<file path="src/rtl/core/gwr_delay.sv">
// Fixed-length register delay line, used to skew column data into the cell
// chain and to realign lane results coming out of it. No package use.
module gwr_delay #(
   parameter int DEPTH = 1,
   parameter int WIDTH = 32
) (
   input  logic             clock,
   input  logic [WIDTH-1:0] din,
   output logic [WIDTH-1:0] dout
);

   if (DEPTH == 0) begin : g_direct
      assign dout = din;
   end else begin : g_line
      logic [WIDTH-1:0] line_ff [DEPTH];

      always_ff @(posedge clock) begin
         line_ff[0] <= din;
         for (int k = 1; k < DEPTH; k++) begin
            line_ff[k] <= line_ff[k-1];
         end
      end

      assign dout = line_ff[DEPTH-1];
   end

endmodule

</file>
<file path="config.mk">
export PLATFORM = sky130hd
export DESIGN_NAME = gwr_delay
export DESIGN_NICKNAME = d
export VERILOG_FILES = /design/src/rtl/core/gwr_delay.sv
export SDC_FILE = /design/constraint.sdc
export NUM_CORES = 1
export LEC_CHECK = 0
export BUFFER_PORTS_ARGS = -buffer_cell sky130_fd_sc_hd__buf_4
export CORE_MARGIN = 10
export CORE_UTILIZATION = 29
export CTS_CLUSTER_DIAMETER = 60
export DETAILED_ROUTE_END_ITERATION = 8
export GPL_TIMING_DRIVEN = 1
export PLACE_DENSITY = 0.7
export REMOVE_ABC_BUFFERS = 1
export SLEW_MARGIN = 20
export SYNTH_ARGS = -nofsm -noshare
export SYNTH_HDL_FRONTEND = slang
export SYNTH_SLANG_ARGS = --single-unit
</file>
<file path="constraint.sdc">
create_clock -name clock -period 0.8 [get_ports clock]
set_input_delay 0.12 -clock clock [delete_from_list [all_inputs] [get_ports clock]]
set_output_delay 0.12 -clock clock [all_outputs]
set_load 0.02 [all_outputs]
</file>
# ---- After elaboration in Yosys (flattened, before gate mapping)
# Memories as Yosys holds them, arrays and structs flattened.
# Index checks and enable logic that the tools add are counted.
dict set report word_totals {
  output_inout_bits 32
  register_bits 0
  mem_count 1
  ram_bits 32
  wordCells 1
  in_bits 33
}
# name depth word_bits read_ports rd_ports_with_merged_regs write_ports line
set memory_table {}
lappend memory_table {g_line.line_ff 1 32 1 0 1 15} ;# logic [WIDTH-1:0] line_ff [DEPTH];

# ---- Depth between registers and ports, before layout
dict set report logic_depth {
  ltp_word 0
  depth_mapped 0
  mapped_depth_nobuf 0
}

# ---- Worst setup path before layout
# Ideal clock, no wire load.
dict set report synth_timing {
  path_type {register to output}
  from {memory g_line.line_ff[0][0]}
  to {output port dout[0]}
  slack_ps 285
  t_required_ps 680
  t_arrival_ps 395
  stages_incl_launch_ff 1
  cell_sequence {dfxtp_1}
}
# element line
set synth_lines {}
lappend synth_lines {{start: declaration} 15}
lappend synth_lines {{end: declaration} 9} ;# output logic [WIDTH-1:0] dout

==> impl_metrics.env <==
export IMPL_yosys_register_bits=32
export IMPL_cp_max_fo=1
export IMPL_switching_share=0.225
export IMPL_start_kind="flop"
export IMPL_drtPass1Iterations=2
export IMPL_fmax_mhz=1120
export IMPL_finalHoldWorstSlack_ns=0.435
export IMPL_p_leak_nw=0.784
export IMPL_die_w_microns=67
export IMPL_p_switching_mw=0.720
export IMPL_crit_buf_inv=1
export IMPL_ys_warnings_count=0
export IMPL_arrival_ns=0.77
export IMPL_multi_input_area_sq_um=0
export IMPL_synthAdderAreaFrac=0
export IMPL_final_cell_mix="dfxtp_2, dlygate4sd3_1, buf_4, buf_6, clkbuf_4"
export IMPL_cts_buffer_depth=2
export IMPL_syn_area_per_cell_sq_um=20.0
export IMPL_synth_area_sq_um=641
export IMPL_initial_core_util=0.317
export IMPL_ant_nets=0
export IMPL_drt_iter0_drc=8
export IMPL_power_frac_seq=0.542
export IMPL_hold_viol=0
export IMPL_root_buffer="clkbuf_4"
export IMPL_first_global_vias=800
export IMPL_p_int_mw=2.48
export IMPL_grt_max_degree=10
export IMPL_fp_row_count=16
export IMPL_min_period_ns=0.894
export IMPL_share_clk_of_total_power=0.287
export IMPL_post_cts_setup_buffers=0
export IMPL_hold_path_class="in -> reg"
export IMPL_synth_xor_area_share=0
export IMPL_post_route_drc_count=0
export IMPL_powerDensity_mw_per_mm2=1890
export IMPL_ys_seq_area_frac=1.00
export IMPL_critPathKind="reg -> out"
export IMPL_setup_worst_path_end_class="output pin"
export IMPL_syn_to_final_growth_pct=164
export IMPL_numCtsBuffers=5
export IMPL_antenna_cells=0
export IMPL_violations="setup timing"
export IMPL_finalCritPeriodShare=1.12
export IMPL_grt_pass1_wl_mm=3.82
export IMPL_regMostFlops="g_line.line_ff"
export IMPL_multi_input_cells=0
export IMPL_ff_latch_area_sq_um=681
export IMPL_antenna_found_initial=0
export IMPL_status="complete, but fails checks"
export IMPL_crit_cells=1
export IMPL_placedCellCount=123
export IMPL_cts_tree="built"
export IMPL_largest_register_ff_count=32
export IMPL_num_vias=625
export IMPL_synth_compound_area_share=0
export IMPL_viasPerCell=3.83
export IMPL_critical_path_endpoint="dout[26]"
export IMPL_synth_cell_types=1
export IMPL_io_buffers=64
export IMPL_cp_required_ns=0.68
export IMPL_utilization=0.838
export IMPL_muxShareOfSynthArea=0
export IMPL_wirelength_mm=2.49
export IMPL_io_pins=65
export IMPL_drive_gt1_frac=0.750
export IMPL_fin_cells=163
export IMPL_slew_violations=0
export IMPL_setup_viol=32
export IMPL_crit_family="flip-flops"
export IMPL_rsz0062_at_grt="true"
export IMPL_grt_overflow=0
export IMPL_reg_top3="g_line.line_ff: 32 flops"
export IMPL_syn_inst=32
export IMPL_gp_congestion=0.664
export IMPL_irDropWorstVdd_v=0.00157
export IMPL_cts_num_sinks=32
export IMPL_maxCapViolations=0
export IMPL_worst_pin_slew_ns=0.0941
export IMPL_cp_cell_sequence="buf_6"
export IMPL_nets=168
export IMPL_wl_per_cell_microns=15.3
export IMPL_gr_usage_all_layers=0.118
export IMPL_fp_dieH_microns=67
export IMPL_combPwrFrac=0.171
export IMPL_critPathLaunch="g_line.line_ff[0][26]$_DFF_P_"
export IMPL_yosys_area_share_simple=0
export IMPL_core_sq_mm=0.00202
export IMPL_h_tree_depth=2
export IMPL_dieArea_sq_mm=0.00449
export IMPL_max_stage_delay_ns=0.33
export IMPL_postPlaceCellArea_sq_mm=0.00115
export IMPL_num_fill_cells=115
export IMPL_relSlewSlack=0.937
export IMPL_worst_slack_ns=-0.0943
export IMPL_clkSlewWorstSetupHoldPaths_ns=0.09
export IMPL_design_area_sq_mm=0.00169
export IMPL_power_mw=3.20
export IMPL_cp_slowest_cell="dfxtp_2"
==> worst min-delay path by stage <==
| stage | from | cells after the start | endpoint |
|---|---|---|---|
| 6_report | din[27] | 2 | g_line.line_ff[0][27]$_DFF_P_ |
| 5_1_grt | din[19] | 2 | g_line.line_ff[0][19]$_DFF_P_ |
| 4_1_cts | din[9] | 2 | g_line.line_ff[0][9]$_DFF_P_ |
| 3_5_place_dp | din[8] | 1 | g_line.line_ff[0][8]$_DFF_P_ |
| 3_3_place_gp | din[8] | 1 | g_line.line_ff[0][8]$_DFF_P_ |
| 2_1_floorplan | din[0] | 0 | g_line.line_ff[0][0]$_DFF_P_ |
==> area by class of cell <==
class / count / share of cell area
Clock buffer: 8 / 0.0347
Tap cell: 27 / 0.0199
Sequential cell: 32 / 0.402
Timing Repair Buffer: 96 / 0.544
==> stage by stage <==
stage               setup TNS, ns  setup slack, ns
finish                      -2.61          -0.0943
global route                -3.75           -0.130
CTS                         -3.26           -0.110
floorplan                       0            0.285
global placement                0            0.255
detailed placement              0            0.237
==> Yosys cell counts (all sizes together) <==
master | count | area [sq um]
dfxtp | 32 | 641
==> power groups by stage <==
stage               combinational (mW)  sequential, mW  clock, mW
floorplan                            0            1.85          0
global placement                 0.361            1.73          0
detailed placement               0.367            1.74          0
CTS                              0.544            1.73      0.947
global route                     0.578            1.74       1.02
finish                           0.548            1.73      0.920
==> logic make-up after synthesis <==
kind of cell  after synthesis
DFF                        32
==> layer usage <==
metal / up-vias / GRT usage / part of all wire
li1: 304 / - / -
met4: 0 / 0.0615 / 0.0084
met2: 40 / 0.210 / 0.52
met5: - / 0 / 0
met3: 2 / 0.0652 / 0.12
met1: 279 / 0.103 / 0.35
==> timing repair <==
action,4_1_cts,5_1_grt
resized for setup,64,0
setup endpoints to repair,32,32
hold buffers,32,0
endpoints found under the hold margin,32,0
No activity file was read; power rests on OpenSTA's default activity.
