[config.mk]
export PLATFORM = sky130hd
export DESIGN_NAME = gwr_rsp_fifo
export DESIGN_NICKNAME = d
export VERILOG_FILES = /design/src/rtl/core/gwr_pkg.sv /design/src/rtl/core/gwr_rsp_fifo.sv
export SDC_FILE = /design/constraint.sdc
export NUM_CORES = 1
export LEC_CHECK = 0
export ABC_AREA = 1
export CAP_MARGIN = 0
export CORE_UTILIZATION = 51
export DETAILED_ROUTE_END_ITERATION = 12
export DONT_BUFFER_PORTS = 1
export PLACE_DENSITY_LB_ADDON = 0.15
export SYNTH_ARGS = -nofsm -noshare
export SYNTH_HDL_FRONTEND = slang
export SYNTH_SLANG_ARGS = --single-unit
[constraint.sdc]
create_clock -name clock -period 22.6 [get_ports clock]
set_input_delay 4.52 -clock clock [delete_from_list [all_inputs] [get_ports clock]]
set_output_delay 4.52 -clock clock [all_outputs]
set_load 0.005 [all_outputs]
[src/rtl/core/gwr_pkg.sv]
// Shared types and constants for the Givens wavefront rotation core.
// Used by the lane cells, the sequencer, the result queue and the top level.
// No dependencies.
package gwr_pkg;

   localparam int ELEM_W      = 32;
   localparam int COEF_W      = 18;
   localparam int FRAC_W      = 16;
   localparam int NUM_COEF    = 6;
   localparam int NUM_SLOTS   = 4;
   localparam int SLOT_W      = 2;
   localparam int PROD_W      = ELEM_W + COEF_W;
   localparam int SUM_W       = PROD_W + 1;
   localparam int MAX_RESULTS = 4;
   localparam int RSP_DEPTH   = 8;
   localparam int RSP_PTR_W   = 3;
   localparam int RSP_CNT_W   = 4;
   localparam int INFL_W      = 3;

   typedef enum logic [1:0] {
      OP_LOAD,
      OP_ROT,
      OP_EMIT,
      OP_SHIFT
   } op_kind_type;

   typedef struct packed {
      logic                     valid;
      op_kind_type              kind;
      logic [SLOT_W-1:0]        slot_x;
      logic [SLOT_W-1:0]        slot_y;
      logic signed [COEF_W-1:0] gamma;
      logic signed [COEF_W-1:0] sigma;
      logic                     eop;
   } op_type;

   typedef enum logic {
      SEQ_IDLE,
      SEQ_ISSUE
   } seq_state_type;

   typedef enum logic [3:0] {
      PC_LOAD,
      PC_ROT_W0,
      PC_ROT_W1,
      PC_ROT_W2,
      PC_EMIT_OLD,
      PC_SHIFT,
      PC_FLUSH_W1,
      PC_FLUSH_W2A,
      PC_FLUSH_W2B,
      PC_DRAIN_0,
      PC_DRAIN_1,
      PC_DRAIN_2
   } step_type;

endpackage

[src/rtl/core/gwr_rsp_fifo.sv]
// Result queue between the cell chain and the result channel.
// Depends on gwr_pkg for its depth and pointer widths.
module gwr_rsp_fifo #(
   parameter int WIDTH = 129
) (
   input  logic                          clock,
   input  logic                          reset,
   input  logic                          push,
   input  logic [WIDTH-1:0]              push_data,
   input  logic                          pop,
   output logic                          out_valid,
   output logic [WIDTH-1:0]              out_data,
   output logic [gwr_pkg::RSP_CNT_W-1:0] count
);
   import gwr_pkg::*;

   logic [WIDTH-1:0]     mem [RSP_DEPTH];
   logic [RSP_PTR_W-1:0] wr_ptr_ff;
   logic [RSP_PTR_W-1:0] rd_ptr_ff;
   logic [RSP_CNT_W-1:0] count_ff;

   always_ff @(posedge clock) begin
      if (push) begin
         mem[wr_ptr_ff] <= push_data;
      end
   end

   always_ff @(posedge clock) begin
      if (reset) begin
         wr_ptr_ff <= '0;
         rd_ptr_ff <= '0;
         count_ff  <= '0;
      end else begin
         if (push) begin
            wr_ptr_ff <= wr_ptr_ff + RSP_PTR_W'(1);
         end
         if (pop) begin
            rd_ptr_ff <= rd_ptr_ff + RSP_PTR_W'(1);
         end
         unique case ({push, pop})
            2'b10:   count_ff <= count_ff + RSP_CNT_W'(1);
            2'b01:   count_ff <= count_ff - RSP_CNT_W'(1);
            default: count_ff <= count_ff;
         endcase
      end
   end

   assign out_valid = count_ff != '0;
   assign out_data  = mem[rd_ptr_ff];
   assign count     = count_ff;

endmodule

Yosys cells after proc, flatten, opt, wreduce, memory -nomap -nowiden. Memories as Yosys holds them, arrays and structs flattened. A register that Yosys moved wholly into a read port is not among the register bits. Index checks and enable logic that the tools add are counted.

Flip-flop bits (word level): 10. Latch bits: 0. Bits in writable memories: 1032. ROM bits: 0. Input port bits: 133. Output and inout bits: 134. Logic and storage cells: 17. Memories kept: 1.

Memories: mem (depth 8, bits a word 129, rd ports 1, clocked after memory_dff 1, write ports 1, line gwr_rsp_fifo.sv:17) `logic [WIDTH-1:0] mem [RSP_DEPTH];`.

$add $sub $neg: 4. $mul: 0. Div/mod/pow operators: 0. Order comparisons: 0. Equality and inequality tests: 2. Shift-type cells: 0. Multiplexer cells: 5. Bitwise gates (word level): 0. Reductions and logical operators: 2.

Operator list (count): case mux 4 bit (2 select lines) (1); adder 3 x 1 -> 3 bit (second input constant) (2); 2-to-1 mux 3 bit (2); adder 4 x 1 -> 4 bit (second input constant) (1); nonzero test 4 bit (1); subtractor 4 x 1 -> 4 bit (second input constant) (1); == test 2 x 1 -> 1 bit (second input constant) (1); == test 2 bit (second input constant) (1); 2-to-1 mux 1 bit (2); nonzero test 2 bit (1).

Depth between registers and ports, before layout.
Depth after elaboration: 3. Mapped depth: 11. Depth with buffers taken out: 11.

Worst setup path after synthesis. OpenSTA, ideal clock, no wires.

Kind: in2reg. Start: input push. End: memory mem[0][0] (enable). Library setup time: 0.619 ns. Arrival: 10.281 ns. Setup slack: 11.700 ns. Stages on the path: 3. Buffers on the path: 0. Path through: inv_1 or2_2 nor2_1.

Cells in the longest elaborated chain, start to end: 2.

Ends and longest elaborated chain: start, declared (line gwr_rsp_fifo.sv:8) `input logic push,`; 2-to-1 mux 1 bit (line gwr_rsp_fifo.sv:23) `if (push) begin`; 2-to-1 mux 1 bit (not written as such) (line gwr_rsp_fifo.sv:24) `mem[wr_ptr_ff] <= push_data;`; end, declared (line gwr_rsp_fifo.sv:17).

Every way passes these cells.

==> impl_metrics.yaml <==
setup_path:
  criticalPathCategory: "reg2out"
  worst_ep_required_time_ps: 18080
  startpoint_type: "flip-flop"
  cp_slowest_cell: "buf_4"
  path_cells: "buf_4 > buf_4 > buf_4 > nor2_1 > nor2_1 > o21ai_1 > o21ai_1 > nand2_1 > nand2_1"
  worstSetupEndpointType: "primary output"
  critPathMaxFanout: 88
  slowest_delay_ps: 920
  cp.arrival_ps: 4860
  critPathMostFrequentCell: "buf_4"
global_routing:
  grtUsageTotal_pct: 22.1
  grt-ovfl-total: 0
  grt_max_degree: 243
  antenna_found_initial: 0
  first_global_vias: 23200
  grt_pass1_wl_um: 136000
drt:
  dr.pass1.iters: 5
  vias: 23100
  wl_per_cell_um: 22.0
  drc: 0
  viasPerCell: 5.67
  final_antenna_net_count: 0
  drt_iter0_drc: 1728
  routed_wl_um: 89500
clock_tree:
  cts.sinks: 1045
  cts_tree: "done"
  hold_buffers: 0
  post-cts-setup-buffer-count: 0
  path_clk_slew_ps: 60
  clockBufferDepth: 3
  cts-resized-gates: 0
  cts_max_level: 3
  root_buffer: "clkbuf_16"
  cts_buffers: 104
  clock_latency_ps: 650
hold_path:
  hp-class: "reg2reg"
timing:
  slew_headroom_pct: 12.3
  setup_ws_ps: 13220
  min_period_over_period_pct: 41.5
  skew_ps: 14.6
  period_minus_slack_ps: 9380
  grt_setup_unrepaired: "no"
  setup_viol: 0
  hold_violations: 0
  fin_setup_tns_ps: 0
  maxSlewViolCount: 0
  tightest_slew_ps: 1310
  clock.fmax_mhz: 107
pwr:
  p_sw_uw: 924
  pwr-share-comb_pct: 7.2
  clockPowerShare_pct: 40.0
  internal-power_uw: 3230
  swShare_pct: 22.3
  cellLeakagePower_uw: 0.0148
  p_seq_share_pct: 52.8
  ir_worst_vdd_v: 0.0000633
  powerDensity_nw_per_um2: 92.9
yosys:
  synth_edf_count: 1032
  ys_ff_latch: 1045
  synth_mux_area_share_pct: 3.18
  ys_top_cells_by_count: "edfxtp_1, nor2_1, nand2_1"
  yosys.area_share.simple_pct: 8.75
  async_flop_share_pct: 0
  synth_top_area_share_pct: 76.3
  yosysMostFrequentCell: "edfxtp_1"
  synth.avg_cell_area_um2: 13.6
  synthesis.nets: 3121
  synth_largest_area_cell: "edfxtp_1"
  syn_inst: 2983
  yosys.area_share.adder_pct: 0.154
  synth.distinct_cells: 24
  yosysWarnings: 0
  synth-seq-area-share_pct: 76.9
  ys_top_cells_by_area: "edfxtp_1, nor2_1, nand2_1"
  synthXorXnorAreaFrac_pct: 0.0647
  synth_top_family_by_area: "simple AND/OR/NAND/NOR gates"
  synth_compound_area_share_pct: 8.51
  netlist_area_um2: 40600
  synth_ff_type: "edfxtp_1"
die:
  dieArea_um2: 80800
  die_y_um: 284
  ios: 267
  rows: 103
  start_util_pct: 51.5
  core_um2: 78900
  chipWidth_um: 284
layout:
  final_nets: 3069
  drive_gt1_share_pct: 6.40
  antenna_cells: 0
  final_util_pct: 56.7
  areaGrowthSynthToFinish_pct: 10.0
run_status:
  status: "complete, no violations"
place:
  place_congestion: 0.747
  detailed_place_hpwl_um: 42700
  dp_slack_ps: 13920
  port_buffers: 0
run:
  drv_cap: 0
through the flow:
| step | hold slack [ps] | power, µW | cells | instance area, µm² |
|---|---|---|---|---|
| 2_1_floorplan | 470 | 2460 | 2983 | 40600 |
| 3_3_place_gp | 467 | 2530 | 3875 | 41400 |
| 3_5_place_dp | 502 | 2540 | 3875 | 41400 |
| 4_1_cts | 511 | 4190 | 4066 | 44700 |
| 5_1_grt | 531 | 4300 | 4066 | 44700 |
| 6_report | 519 | 4150 | 4066 | 44700 |
power by group through the flow:
| stage | Combinational, µW | Sequential (µW) | Clock [µW] |
|---|---|---|---|
| 2_1_floorplan | 230 | 2230 | 0 |
| 3_3_place_gp | 292 | 2230 | 0 |
| 3_5_place_dp | 300 | 2240 | 0 |
| 4_1_cts | 301 | 2190 | 1690 |
| 5_1_grt | 334 | 2200 | 1770 |
| 6_report | 297 | 2190 | 1660 |
worst paths after layout:
kind	start	endpoint	slack, ps	depth (start not counted)
worst max-delay path	flip-flop	out_data[56]	13220	9
worst min-delay path	wr_ptr_ff[0]	wr_ptr_ff[0]	520	2
worst max register to register	wr_ptr_ff[0]	mem[4][44]	19140	5
worst min register to register	wr_ptr_ff[0]	wr_ptr_ff[0]	520	2
layout make-up:
type                       instances  area (µm²)
clock buffer                     123        2740
clock inverter                    68         577
fill                            6219       34200
inverter                          16        70.1
multi-input combinational       1737        8450
sequential                      1045       31300
tap                             1050        1310
timing repair buffer              27         290
cells in the final DEF, fill, tap and decap left out, types with 2 or more instances in the layout:
| cell type | netlist | layout |
|---|---|---|
| a211oi_1 | 3 | 3 |
| a21oi_1 | 7 | 7 |
| buf_12 | 0 | 7 |
| buf_4 | 15 | 20 |
| bufinv_16 | 0 | 9 |
| clkbuf_1 | 83 | 16 |
| clkbuf_16 | 0 | 107 |
| clkinv_1 | 0 | 23 |
| clkinv_2 | 0 | 28 |
| clkinv_8 | 0 | 2 |
| clkinvlp_4 | 0 | 4 |
| dfxtp_1 | 13 | 10 |
| dfxtp_4 | 0 | 3 |
| edfxtp_1 | 1032 | 1032 |
| ha_1 | 5 | 5 |
| inv_1 | 15 | 14 |
| mux2i_1 | 129 | 129 |
| nand2_1 | 403 | 403 |
| nand3_1 | 4 | 4 |
| nor2_1 | 532 | 524 |
| nor2_4 | 0 | 8 |
| o21ai_0 | 286 | 286 |
| o21ai_1 | 232 | 232 |
| o22ai_1 | 129 | 129 |
| xnor2_1 | 3 | 3 |
worst max-delay path, delay by kind of cell, from the launching register on:
kind	cells	cell delay, ps
AO/OA/AOI/OAI	2	220
flip-flops	1	700
AND/OR/NAND/NOR	4	500
buffers and inverters	3	2630
logic make-up after synthesis:
group,count (synthesis)
xor gates and xnor gates,3
DFF,1045
AOI/OAI and AO/OA,657
muxes,129
adders and majority gates,5
buffers and inverters,201
and+or+nand+nor,943
routing by layer:
metal	vias to the layer above	routed length [µm]	part of all wire [%]	track usage [%]
met5	-	0	0	0
li1	10800	-	-	-
met4	0	2090	2.3	6.88
met1	11600	37500	42	28.8
met3	132	6680	7.5	5.76
met2	592	43200	48	36.2
registers in the layout, summed over array words and instances, names as in the netlist, named ones only:
name / cells
wr_ptr_ff: 3
mem: 1032
count: 4
rd_ptr_ff: 3
Note: power is estimated with default switching activity, not from simulation.
