$ cat src/rtl/core/gwr_pkg.sv
// Shared types and constants for the Givens wavefront rotation core.
// Used by the lane cells, the sequencer, the result queue and the top level.
// No dependencies.
package gwr_pkg;

   localparam int ELEM_W      = 32;
   localparam int COEF_W      = 18;
   localparam int FRAC_W      = 16;
   localparam int NUM_COEF    = 6;
   localparam int NUM_SLOTS   = 4;
   localparam int SLOT_W      = 2;
   localparam int PROD_W      = ELEM_W + COEF_W;
   localparam int SUM_W       = PROD_W + 1;
   localparam int MAX_RESULTS = 4;
   localparam int RSP_DEPTH   = 8;
   localparam int RSP_PTR_W   = 3;
   localparam int RSP_CNT_W   = 4;
   localparam int INFL_W      = 3;

   typedef enum logic [1:0] {
      OP_LOAD,
      OP_ROT,
      OP_EMIT,
      OP_SHIFT
   } op_kind_type;

   typedef struct packed {
      logic                     valid;
      op_kind_type              kind;
      logic [SLOT_W-1:0]        slot_x;
      logic [SLOT_W-1:0]        slot_y;
      logic signed [COEF_W-1:0] gamma;
      logic signed [COEF_W-1:0] sigma;
      logic                     eop;
   } op_type;

   typedef enum logic {
      SEQ_IDLE,
      SEQ_ISSUE
   } seq_state_type;

   typedef enum logic [3:0] {
      PC_LOAD,
      PC_ROT_W0,
      PC_ROT_W1,
      PC_ROT_W2,
      PC_EMIT_OLD,
      PC_SHIFT,
      PC_FLUSH_W1,
      PC_FLUSH_W2A,
      PC_FLUSH_W2B,
      PC_DRAIN_0,
      PC_DRAIN_1,
      PC_DRAIN_2
   } step_type;

endpackage

$ cat src/rtl/core/gwr_seq.sv
// Operation sequencer: keeps the pending-column count and coefficient history
// and issues the per-column operation list into the cell chain.
// Depends on gwr_pkg.
module gwr_seq (
   input  logic                                   clock,
   input  logic                                   reset,
   input  logic                                   req_tvalid,
   input  logic [gwr_pkg::NUM_COEF*gwr_pkg::COEF_W-1:0] req_coef,
   input  logic                                   req_last,
   input  logic [gwr_pkg::RSP_CNT_W-1:0]          rsp_count,
   input  logic                                   rsp_push,
   output logic                                   req_tready,
   output gwr_pkg::op_type                        op_out
);
   import gwr_pkg::*;

   localparam int K_G0 = 0;
   localparam int K_S0 = 1;
   localparam int K_G1 = 2;
   localparam int K_S1 = 3;
   localparam int K_G2 = 4;
   localparam int K_S2 = 5;
   localparam int OCC_W = RSP_CNT_W + 1;
   localparam logic [SLOT_W-1:0] FULL_SEEN = SLOT_W'(NUM_SLOTS - 1);

   seq_state_type            state_ff, state_in;
   step_type                 pc_ff, pc_in;
   logic                     gap_ff, gap_in;
   logic [SLOT_W-1:0]        seen_ff, seen_in;
   logic [INFL_W-1:0]        inflight_ff, inflight_in;
   logic signed [COEF_W-1:0] hist_ff [3][NUM_COEF];
   logic signed [COEF_W-1:0] hist_in [3][NUM_COEF];
   logic signed [COEF_W-1:0] coef_ff [NUM_COEF];
   logic                     fin_ff;
   op_type                   op_ff, op_in;
   op_type                   cand;
   logic                     applicable;
   logic                     issue_emit;
   logic                     accept;
   logic [SLOT_W-1:0]        m_slot, m_prev, m_prev2, s_prev, s_prev2;
   logic [OCC_W-1:0]         occupancy;

   assign m_slot  = (seen_ff == FULL_SEEN) ? SLOT_W'(NUM_SLOTS - 2) : seen_ff;
   assign m_prev  = m_slot - SLOT_W'(1);
   assign m_prev2 = m_slot - SLOT_W'(2);
   assign s_prev  = seen_ff - SLOT_W'(1);
   assign s_prev2 = seen_ff - SLOT_W'(2);

   assign occupancy  = OCC_W'(rsp_count) + OCC_W'(inflight_ff);
   assign req_tready = (state_ff == SEQ_IDLE) &&
                       (occupancy <= OCC_W'(RSP_DEPTH - MAX_RESULTS));
   assign accept     = req_tvalid && req_tready;

   always_comb begin
      cand       = '0;
      cand.kind  = OP_LOAD;
      applicable = 1'b0;
      unique case (pc_ff)
         PC_LOAD: begin
            applicable  = 1'b1;
            cand.kind   = OP_LOAD;
            cand.slot_x = seen_ff;
         end
         PC_ROT_W0: begin
            applicable  = seen_ff >= SLOT_W'(1);
            cand.kind   = OP_ROT;
            cand.slot_x = s_prev;
            cand.slot_y = seen_ff;
            cand.gamma  = hist_ff[0][K_G0];
            cand.sigma  = hist_ff[0][K_S0];
         end
         PC_ROT_W1: begin
            applicable  = seen_ff >= SLOT_W'(2);
            cand.kind   = OP_ROT;
            cand.slot_x = s_prev2;
            cand.slot_y = s_prev;
            cand.gamma  = hist_ff[1][K_G1];
            cand.sigma  = hist_ff[1][K_S1];
         end
         PC_ROT_W2: begin
            applicable  = seen_ff == FULL_SEEN;
            cand.kind   = OP_ROT;
            cand.slot_x = SLOT_W'(0);
            cand.slot_y = SLOT_W'(1);
            cand.gamma  = hist_ff[2][K_G2];
            cand.sigma  = hist_ff[2][K_S2];
         end
         PC_EMIT_OLD: begin
            applicable  = seen_ff == FULL_SEEN;
            cand.kind   = OP_EMIT;
            cand.slot_x = SLOT_W'(0);
         end
         PC_SHIFT: begin
            applicable = seen_ff == FULL_SEEN;
            cand.kind  = OP_SHIFT;
         end
         PC_FLUSH_W1: begin
            applicable  = fin_ff && seen_ff >= SLOT_W'(1);
            cand.kind   = OP_ROT;
            cand.slot_x = m_prev;
            cand.slot_y = m_slot;
            cand.gamma  = hist_ff[0][K_G1];
            cand.sigma  = hist_ff[0][K_S1];
         end
         PC_FLUSH_W2A: begin
            applicable  = fin_ff && seen_ff >= SLOT_W'(2);
            cand.kind   = OP_ROT;
            cand.slot_x = m_prev2;
            cand.slot_y = m_prev;
            cand.gamma  = hist_ff[1][K_G2];
            cand.sigma  = hist_ff[1][K_S2];
         end
         PC_FLUSH_W2B: begin
            applicable  = fin_ff && seen_ff >= SLOT_W'(1);
            cand.kind   = OP_ROT;
            cand.slot_x = m_prev;
            cand.slot_y = m_slot;
            cand.gamma  = hist_ff[0][K_G2];
            cand.sigma  = hist_ff[0][K_S2];
         end
         PC_DRAIN_0: begin
            applicable  = fin_ff;
            cand.kind   = OP_EMIT;
            cand.slot_x = SLOT_W'(0);
            cand.eop    = m_slot == SLOT_W'(0);
         end
         PC_DRAIN_1: begin
            applicable  = fin_ff && m_slot >= SLOT_W'(1);
            cand.kind   = OP_EMIT;
            cand.slot_x = SLOT_W'(1);
            cand.eop    = m_slot == SLOT_W'(1);
         end
         PC_DRAIN_2: begin
            applicable  = fin_ff && m_slot == SLOT_W'(2);
            cand.kind   = OP_EMIT;
            cand.slot_x = SLOT_W'(2);
            cand.eop    = 1'b1;
         end
         default: begin
            applicable = 1'b0;
         end
      endcase
      cand.valid = applicable;
   end

   always_comb begin
      state_in   = state_ff;
      pc_in      = pc_ff;
      gap_in     = 1'b0;
      seen_in    = seen_ff;
      hist_in    = hist_ff;
      op_in      = cand;
      op_in.valid = 1'b0;
      issue_emit = 1'b0;
      unique case (state_ff)
         SEQ_IDLE: begin
            if (accept) begin
               state_in = SEQ_ISSUE;
               pc_in    = PC_LOAD;
            end
         end
         SEQ_ISSUE: begin
            if (!gap_ff) begin
               op_in      = cand;
               gap_in     = applicable;
               issue_emit = applicable && cand.kind == OP_EMIT;
               if ((pc_ff == PC_SHIFT && !fin_ff) || pc_ff == PC_DRAIN_2) begin
                  state_in = SEQ_IDLE;
                  if (fin_ff) begin
                     seen_in = '0;
                  end else begin
                     seen_in    = m_slot + SLOT_W'(1);
                     hist_in[2] = hist_ff[1];
                     hist_in[1] = hist_ff[0];
                     for (int k = 0; k < NUM_COEF; k++) begin
                        hist_in[0][k] = coef_ff[k];
                     end
                  end
               end else begin
                  pc_in = step_type'(pc_ff + 4'd1);
               end
            end
         end
      endcase
   end

   always_comb begin
      inflight_in = inflight_ff;
      unique case ({issue_emit, rsp_push})
         2'b10:   inflight_in = inflight_ff + INFL_W'(1);
         2'b01:   inflight_in = inflight_ff - INFL_W'(1);
         default: inflight_in = inflight_ff;
      endcase
   end

   always_ff @(posedge clock) begin
      if (reset) begin
         state_ff    <= SEQ_IDLE;
         pc_ff       <= PC_LOAD;
         gap_ff      <= 1'b0;
         seen_ff     <= '0;
         inflight_ff <= '0;
         op_ff       <= '0;
      end else begin
         state_ff    <= state_in;
         pc_ff       <= pc_in;
         gap_ff      <= gap_in;
         seen_ff     <= seen_in;
         inflight_ff <= inflight_in;
         op_ff       <= op_in;
      end
   end

   always_ff @(posedge clock) begin
      hist_ff <= hist_in;
      if (accept) begin
         fin_ff <= req_last;
         for (int k = 0; k < NUM_COEF; k++) begin
            coef_ff[k] <= req_coef[k*COEF_W +: COEF_W];
         end
      end
   end

   assign op_out = op_ff;

endmodule

$ cat config.mk
export PLATFORM = sky130hd
export DESIGN_NAME = gwr_seq
export DESIGN_NICKNAME = d
export VERILOG_FILES = /design/src/rtl/core/gwr_pkg.sv /design/src/rtl/core/gwr_seq.sv
export SDC_FILE = /design/constraint.sdc
export NUM_CORES = 1
export LEC_CHECK = 0
export BUFFER_PORTS_ARGS = -buffer_cell sky130_fd_sc_hd__buf_2
export CORE_MARGIN = 2
export CORE_UTILIZATION = 60
export CTS_BUF_LIST = sky130_fd_sc_hd__clkbuf_4 sky130_fd_sc_hd__clkbuf_8
export DETAILED_ROUTE_END_ITERATION = 12
export PLACE_DENSITY = 0.79
export SETUP_SLACK_MARGIN = 0.05
export SLEW_MARGIN = 5
export SYNTH_ARGS = -nofsm -noshare
export SYNTH_HDL_FRONTEND = slang
export SYNTH_SLANG_ARGS = --single-unit
export TNS_END_PERCENT = 30
$ cat constraint.sdc
create_clock -name clock -period 20 [get_ports clock]
set_input_delay 1 -clock clock [delete_from_list [all_inputs] [get_ports clock]]
set_output_delay 1 -clock clock [all_outputs]
set_load 0.01 [all_outputs]
# == After elaboration in Yosys (flattened, before gate mapping) ==
# Memories as Yosys holds them, arrays and structs flattened. A register that Yosys moved wholly into a read port is not among the register bits.
# Cells that the tools add are included.
# totals
n_memories,1
word_cells,96
ff_bits,163
ram_bits,108
# classes
n_mux,20
add_sub_neg,9
order_cmp,4
n_bitwise,3
n_reduce_logical,21
n_eq_ne,20
# mem_list
name,depth,width,rd,rd_ports_with_merged_regs,wr,line_no,source
coef_ff,6,18,6,6,6,gwr_seq.sv:33,logic signed [COEF_W-1:0] coef_ff [NUM_COEF];
# op_table
cell,n
38-bit one-hot mux with 6 select lines,1
43-bit two-way mux,1
4-bit by 3-bit equality test with 1-bit output (second input constant),4
4-bit equality test (second input constant),4
2-bit one-hot mux with 7 select lines,1
4-bit two-way mux,3
1-bit one-hot mux with 9 select lines,1
2-bit equality test (second input constant),4
4-bit by 2-bit equality test with 1-bit output (second input constant),2
1-bit logical AND,8
4-bit one-hot mux with 2 select lines,1
1-bit two-way mux,6
2-bit != test (second input constant),3
2-bit one-hot mux with 3 select lines,1
3-bit one-hot mux with 2 select lines,1
3-bit AND reduction,2
3-bit OR reduction,2
6-bit OR reduction,1
4-bit by 3-bit adder with 5-bit output,1
5-bit by 3-bit less-or-equal comparator with 1-bit output (second input constant),1
4-bit by 1-bit adder with 4-bit output (second input constant),1
2-bit by 1-bit equality test with 1-bit output (second input constant),2
4-bit by 1-bit equality test with 1-bit output (second input constant),1
2-bit by 1-bit >= comparator with 1-bit output (second input constant),2
other kinds (18),23

# == Depth between registers and ports, before layout ==
# Gate-level depths: netlist of run 1.
# depth
word_depth,10
depth_mapped,14
ltp_nobuf,12

# == Least setup slack after synthesis of run 1 ==
# No wires, ideal clock.
# synth_timing
path_type,register to register
start,register pc_ff[1]
end,"register hist_ff[0] (netlist name), enable pin"
stages_incl_launch_ff,7
setup_slack_ns,8.326
required_time_ns,19.181
arrival_time_ns,10.855
cell_sequence,dfxtp_1 inv_1 ha_1 clkbuf_1 nand4bb_1 a21boi_0 nor2b_1
# synth_between
elab_chain_cells,4
# synth_rtl
item,line_no,source
from (decl),gwr_seq.sv:27,"step_type pc_ff, pc_in;"
from (signal assigned),gwr_seq.sv:206,pc_ff <= pc_in;
4-bit by 3-bit equality test with 1-bit output,gwr_seq.sv:167,if ((pc_ff == PC_SHIFT && !fin_ff) || pc_ff == PC_DRAIN_2) begin
1-bit logical AND,gwr_seq.sv:167,
1-bit logical OR *,gwr_seq.sv:167,
4-bit AND reduction (no source line) *,-,
to (signal assigned),gwr_seq.sv:215,hist_ff <= hist_in;
to (decl),gwr_seq.sv:31,logic signed [COEF_W-1:0] hist_ff [3][NUM_COEF];
# Mark *: on every way between the ends. The rest lies on a longest branch, timed or not.
# A chain may end at the register's enable or synchronous reset.

# == Worst setup path in the final report of run 1 ==
# layout_timing
start,register pc_ff[1]
end,register hist_ff[268] (netlist name)
# layout_between
elab_chain_cells,4
# layout_rtl
item,line_no
4-bit by 3-bit equality test with 1-bit output,gwr_seq.sv:167
1-bit logical AND,gwr_seq.sv:167
1-bit logical OR *,gwr_seq.sv:167
4-bit AND reduction (no source line) *,-
# Marks and branches as above.

==> out/results.ini, run 1 <==
[die]
dieArea_sq_um = 23270
rows = 54
fp.dieH_um = 152.5
core_area_sq_um = 21760
start_util_pct = 60.84
ioPinCount = 162
die-width_um = 152.5

[drt]
dr.pass1.iters = 7
drt_iter0_markers = 890
final_antenna_net_count = 0
viasPerCell = 5.859
finalWirelength_um = 25190
drc = 0
vias = 7300
routedWlPerCell_um = 20.22

[finish]
antenna_cells = 0
area_delta_synth_final_pct = 16.49
drive_above_1_share_pct = 28.26
fin_nets = 1055
final_util_pct = 70.87

[clocking]
numCtsBuffers = 56
cts.htree.levels = 2
cts.sinks = 379
tritoncts = done
clk_latency_ps = 580
cts_resized = 0
clk_path_buf_depth = 3
cts_setup_buffers = 0
clk_pin_slew_ps = 60
cts_root_buf = clkbuf_8
cts_hold_buf = 0

[hold_path]
hp-start = coef_ff[2][16]
hold_path_class = reg2reg
worstHoldPathCells = 0
whs_endpoint = hist_ff[286]

[setup_path]
worstSetupEndpointType = flip-flop
crit_chain = inv_1 -> ha_2 -> nand4bb_1 -> a21boi_0 -> nor2b_4 -> buf_4
cp.arrival_ps = 4620
cp-startpoint = pc_ff[1]
cp_slowest_cell = buf_4
r2r_setup_slack_ps = 15540
path_delay_family = simple AND/OR/NAND/NOR gates
r2r_start = pc_ff[1]
path_class = reg2reg
reg2reg_depth = 6
crit_path_start_kind = flip-flop
slowest_delay_ps = 990
cp_data_required_time_ps = 20170
reg2reg_to = hist_ff[268]
worst-path-max-fanout = 94
critical_path_buf_inv_count = 2

[power]
power_density_nw_per_um2 = 102.5
p_leak_uw = 0.005344
peakVddDrop_uv = 89.32

[global_routing]
globalRoute.totalOverflow = 0
grt_pass1_wl_um = 38580
antenna_found_initial = 0
grt_pass1_vias = 7201
grt_max_degree = 95
grt_usage_pct = 21.33

[sta]
fin_crit_ps = 4458
hold_viol_final = 0
fin_skew_ps = 29.67
max_clock_freq_mhz = 224.3
holdWs_ps = 409.8
relSlewSlack_pct = 20.34
finalSetupViolations = 0
rsz0062_at_grt = no
fin_crit_sh_pct = 22.29
finalMaxSlewViolations = 0
worst_pin_slew_ps = 1195
finalSetupTns_ps = 0

[placement]
io_buffers = 161
dp_hpwl_um = 14780
gp_congestion = 0.8210

[logic_synthesis]
synth_warnings = 0
synth_area_per_cell_sq_um = 17.94
ys_types = 53
synth.ff_latch_count = 379
syn_nets = 871
yosysSeqAreaShare_pct = 81.90
synth_top_flop_cell = edfxtp_1
synth_area_leaders = edfxtp_1 (74%), dfxtp_1 (8.2%), a22oi_1 (2.5%)
yosysMostFrequentCell = edfxtp_1
syn_inst = 738
syn-cell-area_sq_um = 13240
synth-edff-count = 325
netlist_top_cells_count = edfxtp_1 (325), dfxtp_1 (54), a22oi_1 (44), a21oi_1 (40), nor2_1 (34)
synthArstFlopShare_pct = 0
synth_top_area_share_pct = 73.73
yosys.area.top_type = edfxtp_1

[flow_run]
cap_violations = 0

[outcome]
outcome = finished clean

[metrics by stage]
stage	total power (uW)	cell area, sq um	cells	setup slack (ps)
2_1_floorplan	954.0	13240	738	8326
3_3_place_gp	980.5	14280	1144	15510
3_5_place_dp	984.1	14280	1144	15390
4_1_cts	1593	15420	1246	15540
5_1_grt	1632	15420	1246	15240
6_report	1581	15420	1246	15540
[power breakdown]
part / total (uW) / leakage [uW] / switching, uW / internal, uW
Clock: 613 / 0.000605 / 272 / 342
Combinational: 68.2 / 0.00136 / 43.3 / 24.9
Sequential: 899 / 0.00338 / 9.56 / 889
Total: 1580 / 0.00534 / 325 / 1260
[placed cells by master (no fill, tap or decap), types with 4 or more instances in the layout]
cell      instances
a211oi_1          4
a21oi_1          40
a221oi_1         19
a222oi_1         25
a22oi_1          44
a31oi_1           7
and2_1            5
buf_2           161
buf_4             7
clkbuf_4         22
clkbuf_8         63
clkinv_1          9
clkinv_2          6
dfxtp_1          54
edfxtp_1        325
ha_1             12
inv_1            13
mux2i_1           7
nand2_1           7
nand2b_1         16
nand3_1           5
nor2_1           33
nor2b_1           7
nor3_1            4
o211ai_1          5
o21ai_0           9
or2_2             4
[worst register-to-register path, stage by stage, from the launching register on]
cell and delay (ps):
dfxtp_1 350, inv_1 100, ha_2 700, nand4bb_1 350, a21boi_0 510, nor2b_4 970, buf_4 1000
[cells by family after synthesis]
logic type	count (synthesis)	synth area share, %
fa+ha+maj	16	1.626
buf+inv	56	1.805
flops	379	81.90
xor+xnor	4	0.2647
mux	8	0.6144
compound gates	178	9.944
simple gates	97	3.847
[worst max-delay path by stage]
stage | to | cells after the start
after floorplan | hist_ff[0] | 6
after global placement | coef_ff[0][10] | 8
after detailed placement | coef_ff[0][10] | 8
after CTS | hist_ff[257] | 6
after global routing | hist_ff[268] | 6
final | hist_ff[268] | 6
[final cells by class]
cell class / count / area (sq um)
sequential: 379 / 10840
fill: 1381 / 6337
multi-input combinational: 303 / 2180
clock buffer: 85 / 1032
timing repair buffer: 168 / 858.3
tap: 280 / 350.3
clock inverter: 17 / 105.1
inverter: 14 / 52.55
[metal layers]
metal	wire length, um	part of all wire [%]	track usage [%]
met1	10090	40	29.59
met2	12200	48	33.83
met3	2056	8.2	4.494
met4	839	3.3	8.510
met5	0	0	0
[sequential cells by signal (all words and copies together), names as in the netlist]
name / cells
fin_ff: 1
pc_ff: 4
coef_ff: 108
seen_ff: 2
hist_ff: 216
state_ff: 1
inflight_ff: 3
op_out: 44
No activity file was read; power rests on OpenSTA's default activity.
==> run 2, diff against run 1 <==
--- a/config.mk
+++ b/config.mk
@@ -7,10 +7,10 @@
 export LEC_CHECK = 0
 export BUFFER_PORTS_ARGS = -buffer_cell sky130_fd_sc_hd__buf_2
 export CORE_MARGIN = 2
-export CORE_UTILIZATION = 60
+export CORE_UTILIZATION = 54
 export CTS_BUF_LIST = sky130_fd_sc_hd__clkbuf_4 sky130_fd_sc_hd__clkbuf_8
 export DETAILED_ROUTE_END_ITERATION = 12
-export PLACE_DENSITY = 0.79
+export PLACE_DENSITY = 0.75
 export SETUP_SLACK_MARGIN = 0.05
 export SLEW_MARGIN = 5
 export SYNTH_ARGS = -nofsm -noshare
==> constraint.sdc (replaced) <==
create_clock -name clock -period 3.97 [get_ports clock]
set_input_delay 0.1985 -clock clock [delete_from_list [all_inputs] [get_ports clock]]
set_output_delay 0.1985 -clock clock [all_outputs]
set_load 0.01 [all_outputs]
==> out/results.ini, run 2 (synthesized netlist as in run 1, its figures left out) <==
[outcome]
outcome = finished clean

[clocking]
cts_setup_buffers = 0  ; unchanged
clk_latency_ps = 590  ; about the same
tritoncts = done
cts.htree.levels = 2  ; unchanged
cts_root_buf = clkbuf_8
cts.sinks = 379  ; unchanged
clk_path_buf_depth = 3  ; unchanged
clk_pin_slew_ps = 60  ; about the same
numCtsBuffers = 57  ; +1.8%

[global_routing]
grt_pass1_wl_um = 44550  ; +15%
grt_usage_pct = 22.65  ; +1.3 points
use_met1_pct = 29.13  ; -0.46 points
grt_util_met3_pct = 4.365  ; -0.13 points
grt_util_met2_pct = 38.60  ; +4.8 points
globalRoute.totalOverflow = 0  ; unchanged
gr-max-usage-layer = met2
grt_max_degree = 78  ; -18%
antenna_found_initial = 1  ; +1
grt_pass1_vias = 8291  ; +15%

[power]
peakVddDrop_uv = 340.9  ; +280%
power_density_nw_per_um2 = 491.9  ; +380%
p_leak_uw = 0.005903  ; +10%

[finish]
area_delta_synth_final_pct = 27.13
final_util_pct = 69.60  ; -1.3 points
regMostFlops = hist_ff
largest_register_ffs = 216  ; unchanged
final_common_cell = edfxtp_1
final_cell_mix = edfxtp_1 (325), buf_2 (161), dlygate4sd3_1 (109)
drive_above_1_share_pct = 26.81  ; -1.4 points
fin_nets = 1173  ; +11%

[die]
start_util_pct = 54.75  ; -6.1 points
dieArea_sq_um = 25780  ; +11%
core_area_sq_um = 24180  ; +11%
rows = 57  ; +5.6%
ioPinCount = 162  ; unchanged
fp.dieH_um = 160.6  ; +5.3%
die-width_um = 160.6  ; +5.3%

[drt]
finalWirelength_um = 28710  ; +14%
viasPerCell = 5.540  ; -5.4%
drc = 0  ; unchanged
dr.pass1.iters = 5  ; -2
routedWlPerCell_um = 20.30  ; +0.40%
drt_iter0_markers = 708  ; -20%
final_antenna_net_count = 0  ; unchanged
vias = 7833  ; +7.3%

[hold_path]
hp-start = rsp_push
hold_path_class = in2reg

[sta]
rsz0062_at_grt = no
holdWs_ps = 108.1  ; -301.7 ps
finalSetupViolations = 0  ; unchanged
hold_viol_final = 0  ; unchanged
fin_crit_sh_pct = 83.30  ; +61 points
fin_crit_ps = 3307  ; -1151 ps
max_clock_freq_mhz = 302.4  ; +35%
relSlewSlack_pct = 30.99  ; +11 points
fin_skew_ps = 27.04  ; -2.634 ps
worst_pin_slew_ps = 1035  ; -159.7 ps
finalMaxSlewViolations = 0  ; unchanged

[setup_path]
worstSetupEndpointType = flip-flop
path_class = reg2reg
critical_path_buf_inv_count = 3  ; +1
worst-path-max-fanout = 15  ; -84%
cp_slowest_cell = dfxtp_4
cp_data_required_time_ps = 4480  ; -15,690 ps
crit_path_start_kind = flip-flop
cp-startpoint = pc_ff[0]
cp.arrival_ps = 3810  ; -810 ps
crit_chain = inv_1 -> ha_1 -> buf_4 -> and4b_1 -> o22ai_1 -> a21oi_1 -> o311ai_1 -> ha_1 -> inv_1 -> fa_1 -> xor2_1 -> or3_1 -> a21oi_1
slowest_delay_ps = 370  ; -620 ps
path_delay_family = adder cells
r2r_start = pc_ff[0]

[placement]
gp_congestion = 0.8052  ; -1.9%
dp_hpwl_um = 15690  ; +6.1%
io_buffers = 161  ; unchanged

[flow_run]
cap_violations = 0  ; unchanged

==> run 2: cell count changes in the layout (fill, tap and decap cells not counted), moves of 2 or more <==
cell,previous run,this run
ha_2,2,0
ha_4,0,2
dfxtp_1,54,52
clkbuf_4,22,18
clkbuf_8,63,70
dlygate4sd3_1,0,109
buf_4,7,10
dfxtp_4,0,2
buf_12,0,5
==> run 2: where the power goes <==
part | switching (uW) | leakage, uW | internal [uW] | total, uW
Clock | 1460 | 0.000647 | 1830 | 3300
Sequential | 51.3 | 0.00338 | 4480 | 4530
Combinational | 247 | 0.00187 | 206 | 453
==> run 2: worst paths after layout <==
check,end,slack (ps),cells past startpoint
worst max-delay path,inflight_ff[2],660,13
worst min register to register,hist_ff[284],410,0
worst max register to register,inflight_ff[2],660,13
worst min-delay path,inflight_ff[1],110,4
==> run 2: worst min-delay path, cell delays in order <==
cell and delay [ps]:
buf_2 100, ha_1 210, a21oi_1 80, nor2_1 70
==> run 2: what timing repair did <==
action | in CTS | in global routing
hold buffers | 109 | 0
endpoints found under the hold margin | 109 | 0
resized for setup | 0 | 0
==> run 2: routing by layer <==
layer / share of wire, % / up-vias
li1: - / 3583
met1: 40 / 3820
met2: 51 / 370
met3: 6.7 / 60
met4: 2.8 / 0
met5: 0 / -
==> run 2: final cells by class <==
type                            count  area (sq um)
Clock buffer                       88          1099
Sequential cell                   379         10850
Multi-Input combinational cell    303          2220
Antenna cell                        1         2.502
Fill cell                        1557          7350
Clock inverter                     20         128.9
Inverter                           14         52.55
Timing Repair Buffer              285          2072
Tap cell                          324         405.4
==> run 2: stage by stage <==
stage	setup TNS [ps]	total power (uW)	setup WS, ps	std cells	instance area, sq um
after detailed placement	0	4973	686.7	1196	14510
after floorplan	-171340	4798	-793.2	738	13320
final	0	8278	663.1	1414	16830
after global placement	0	4960	789.4	1196	14510
after CTS	0	8294	674.3	1413	16820
after global routing	0	8563	407.5	1414	16830
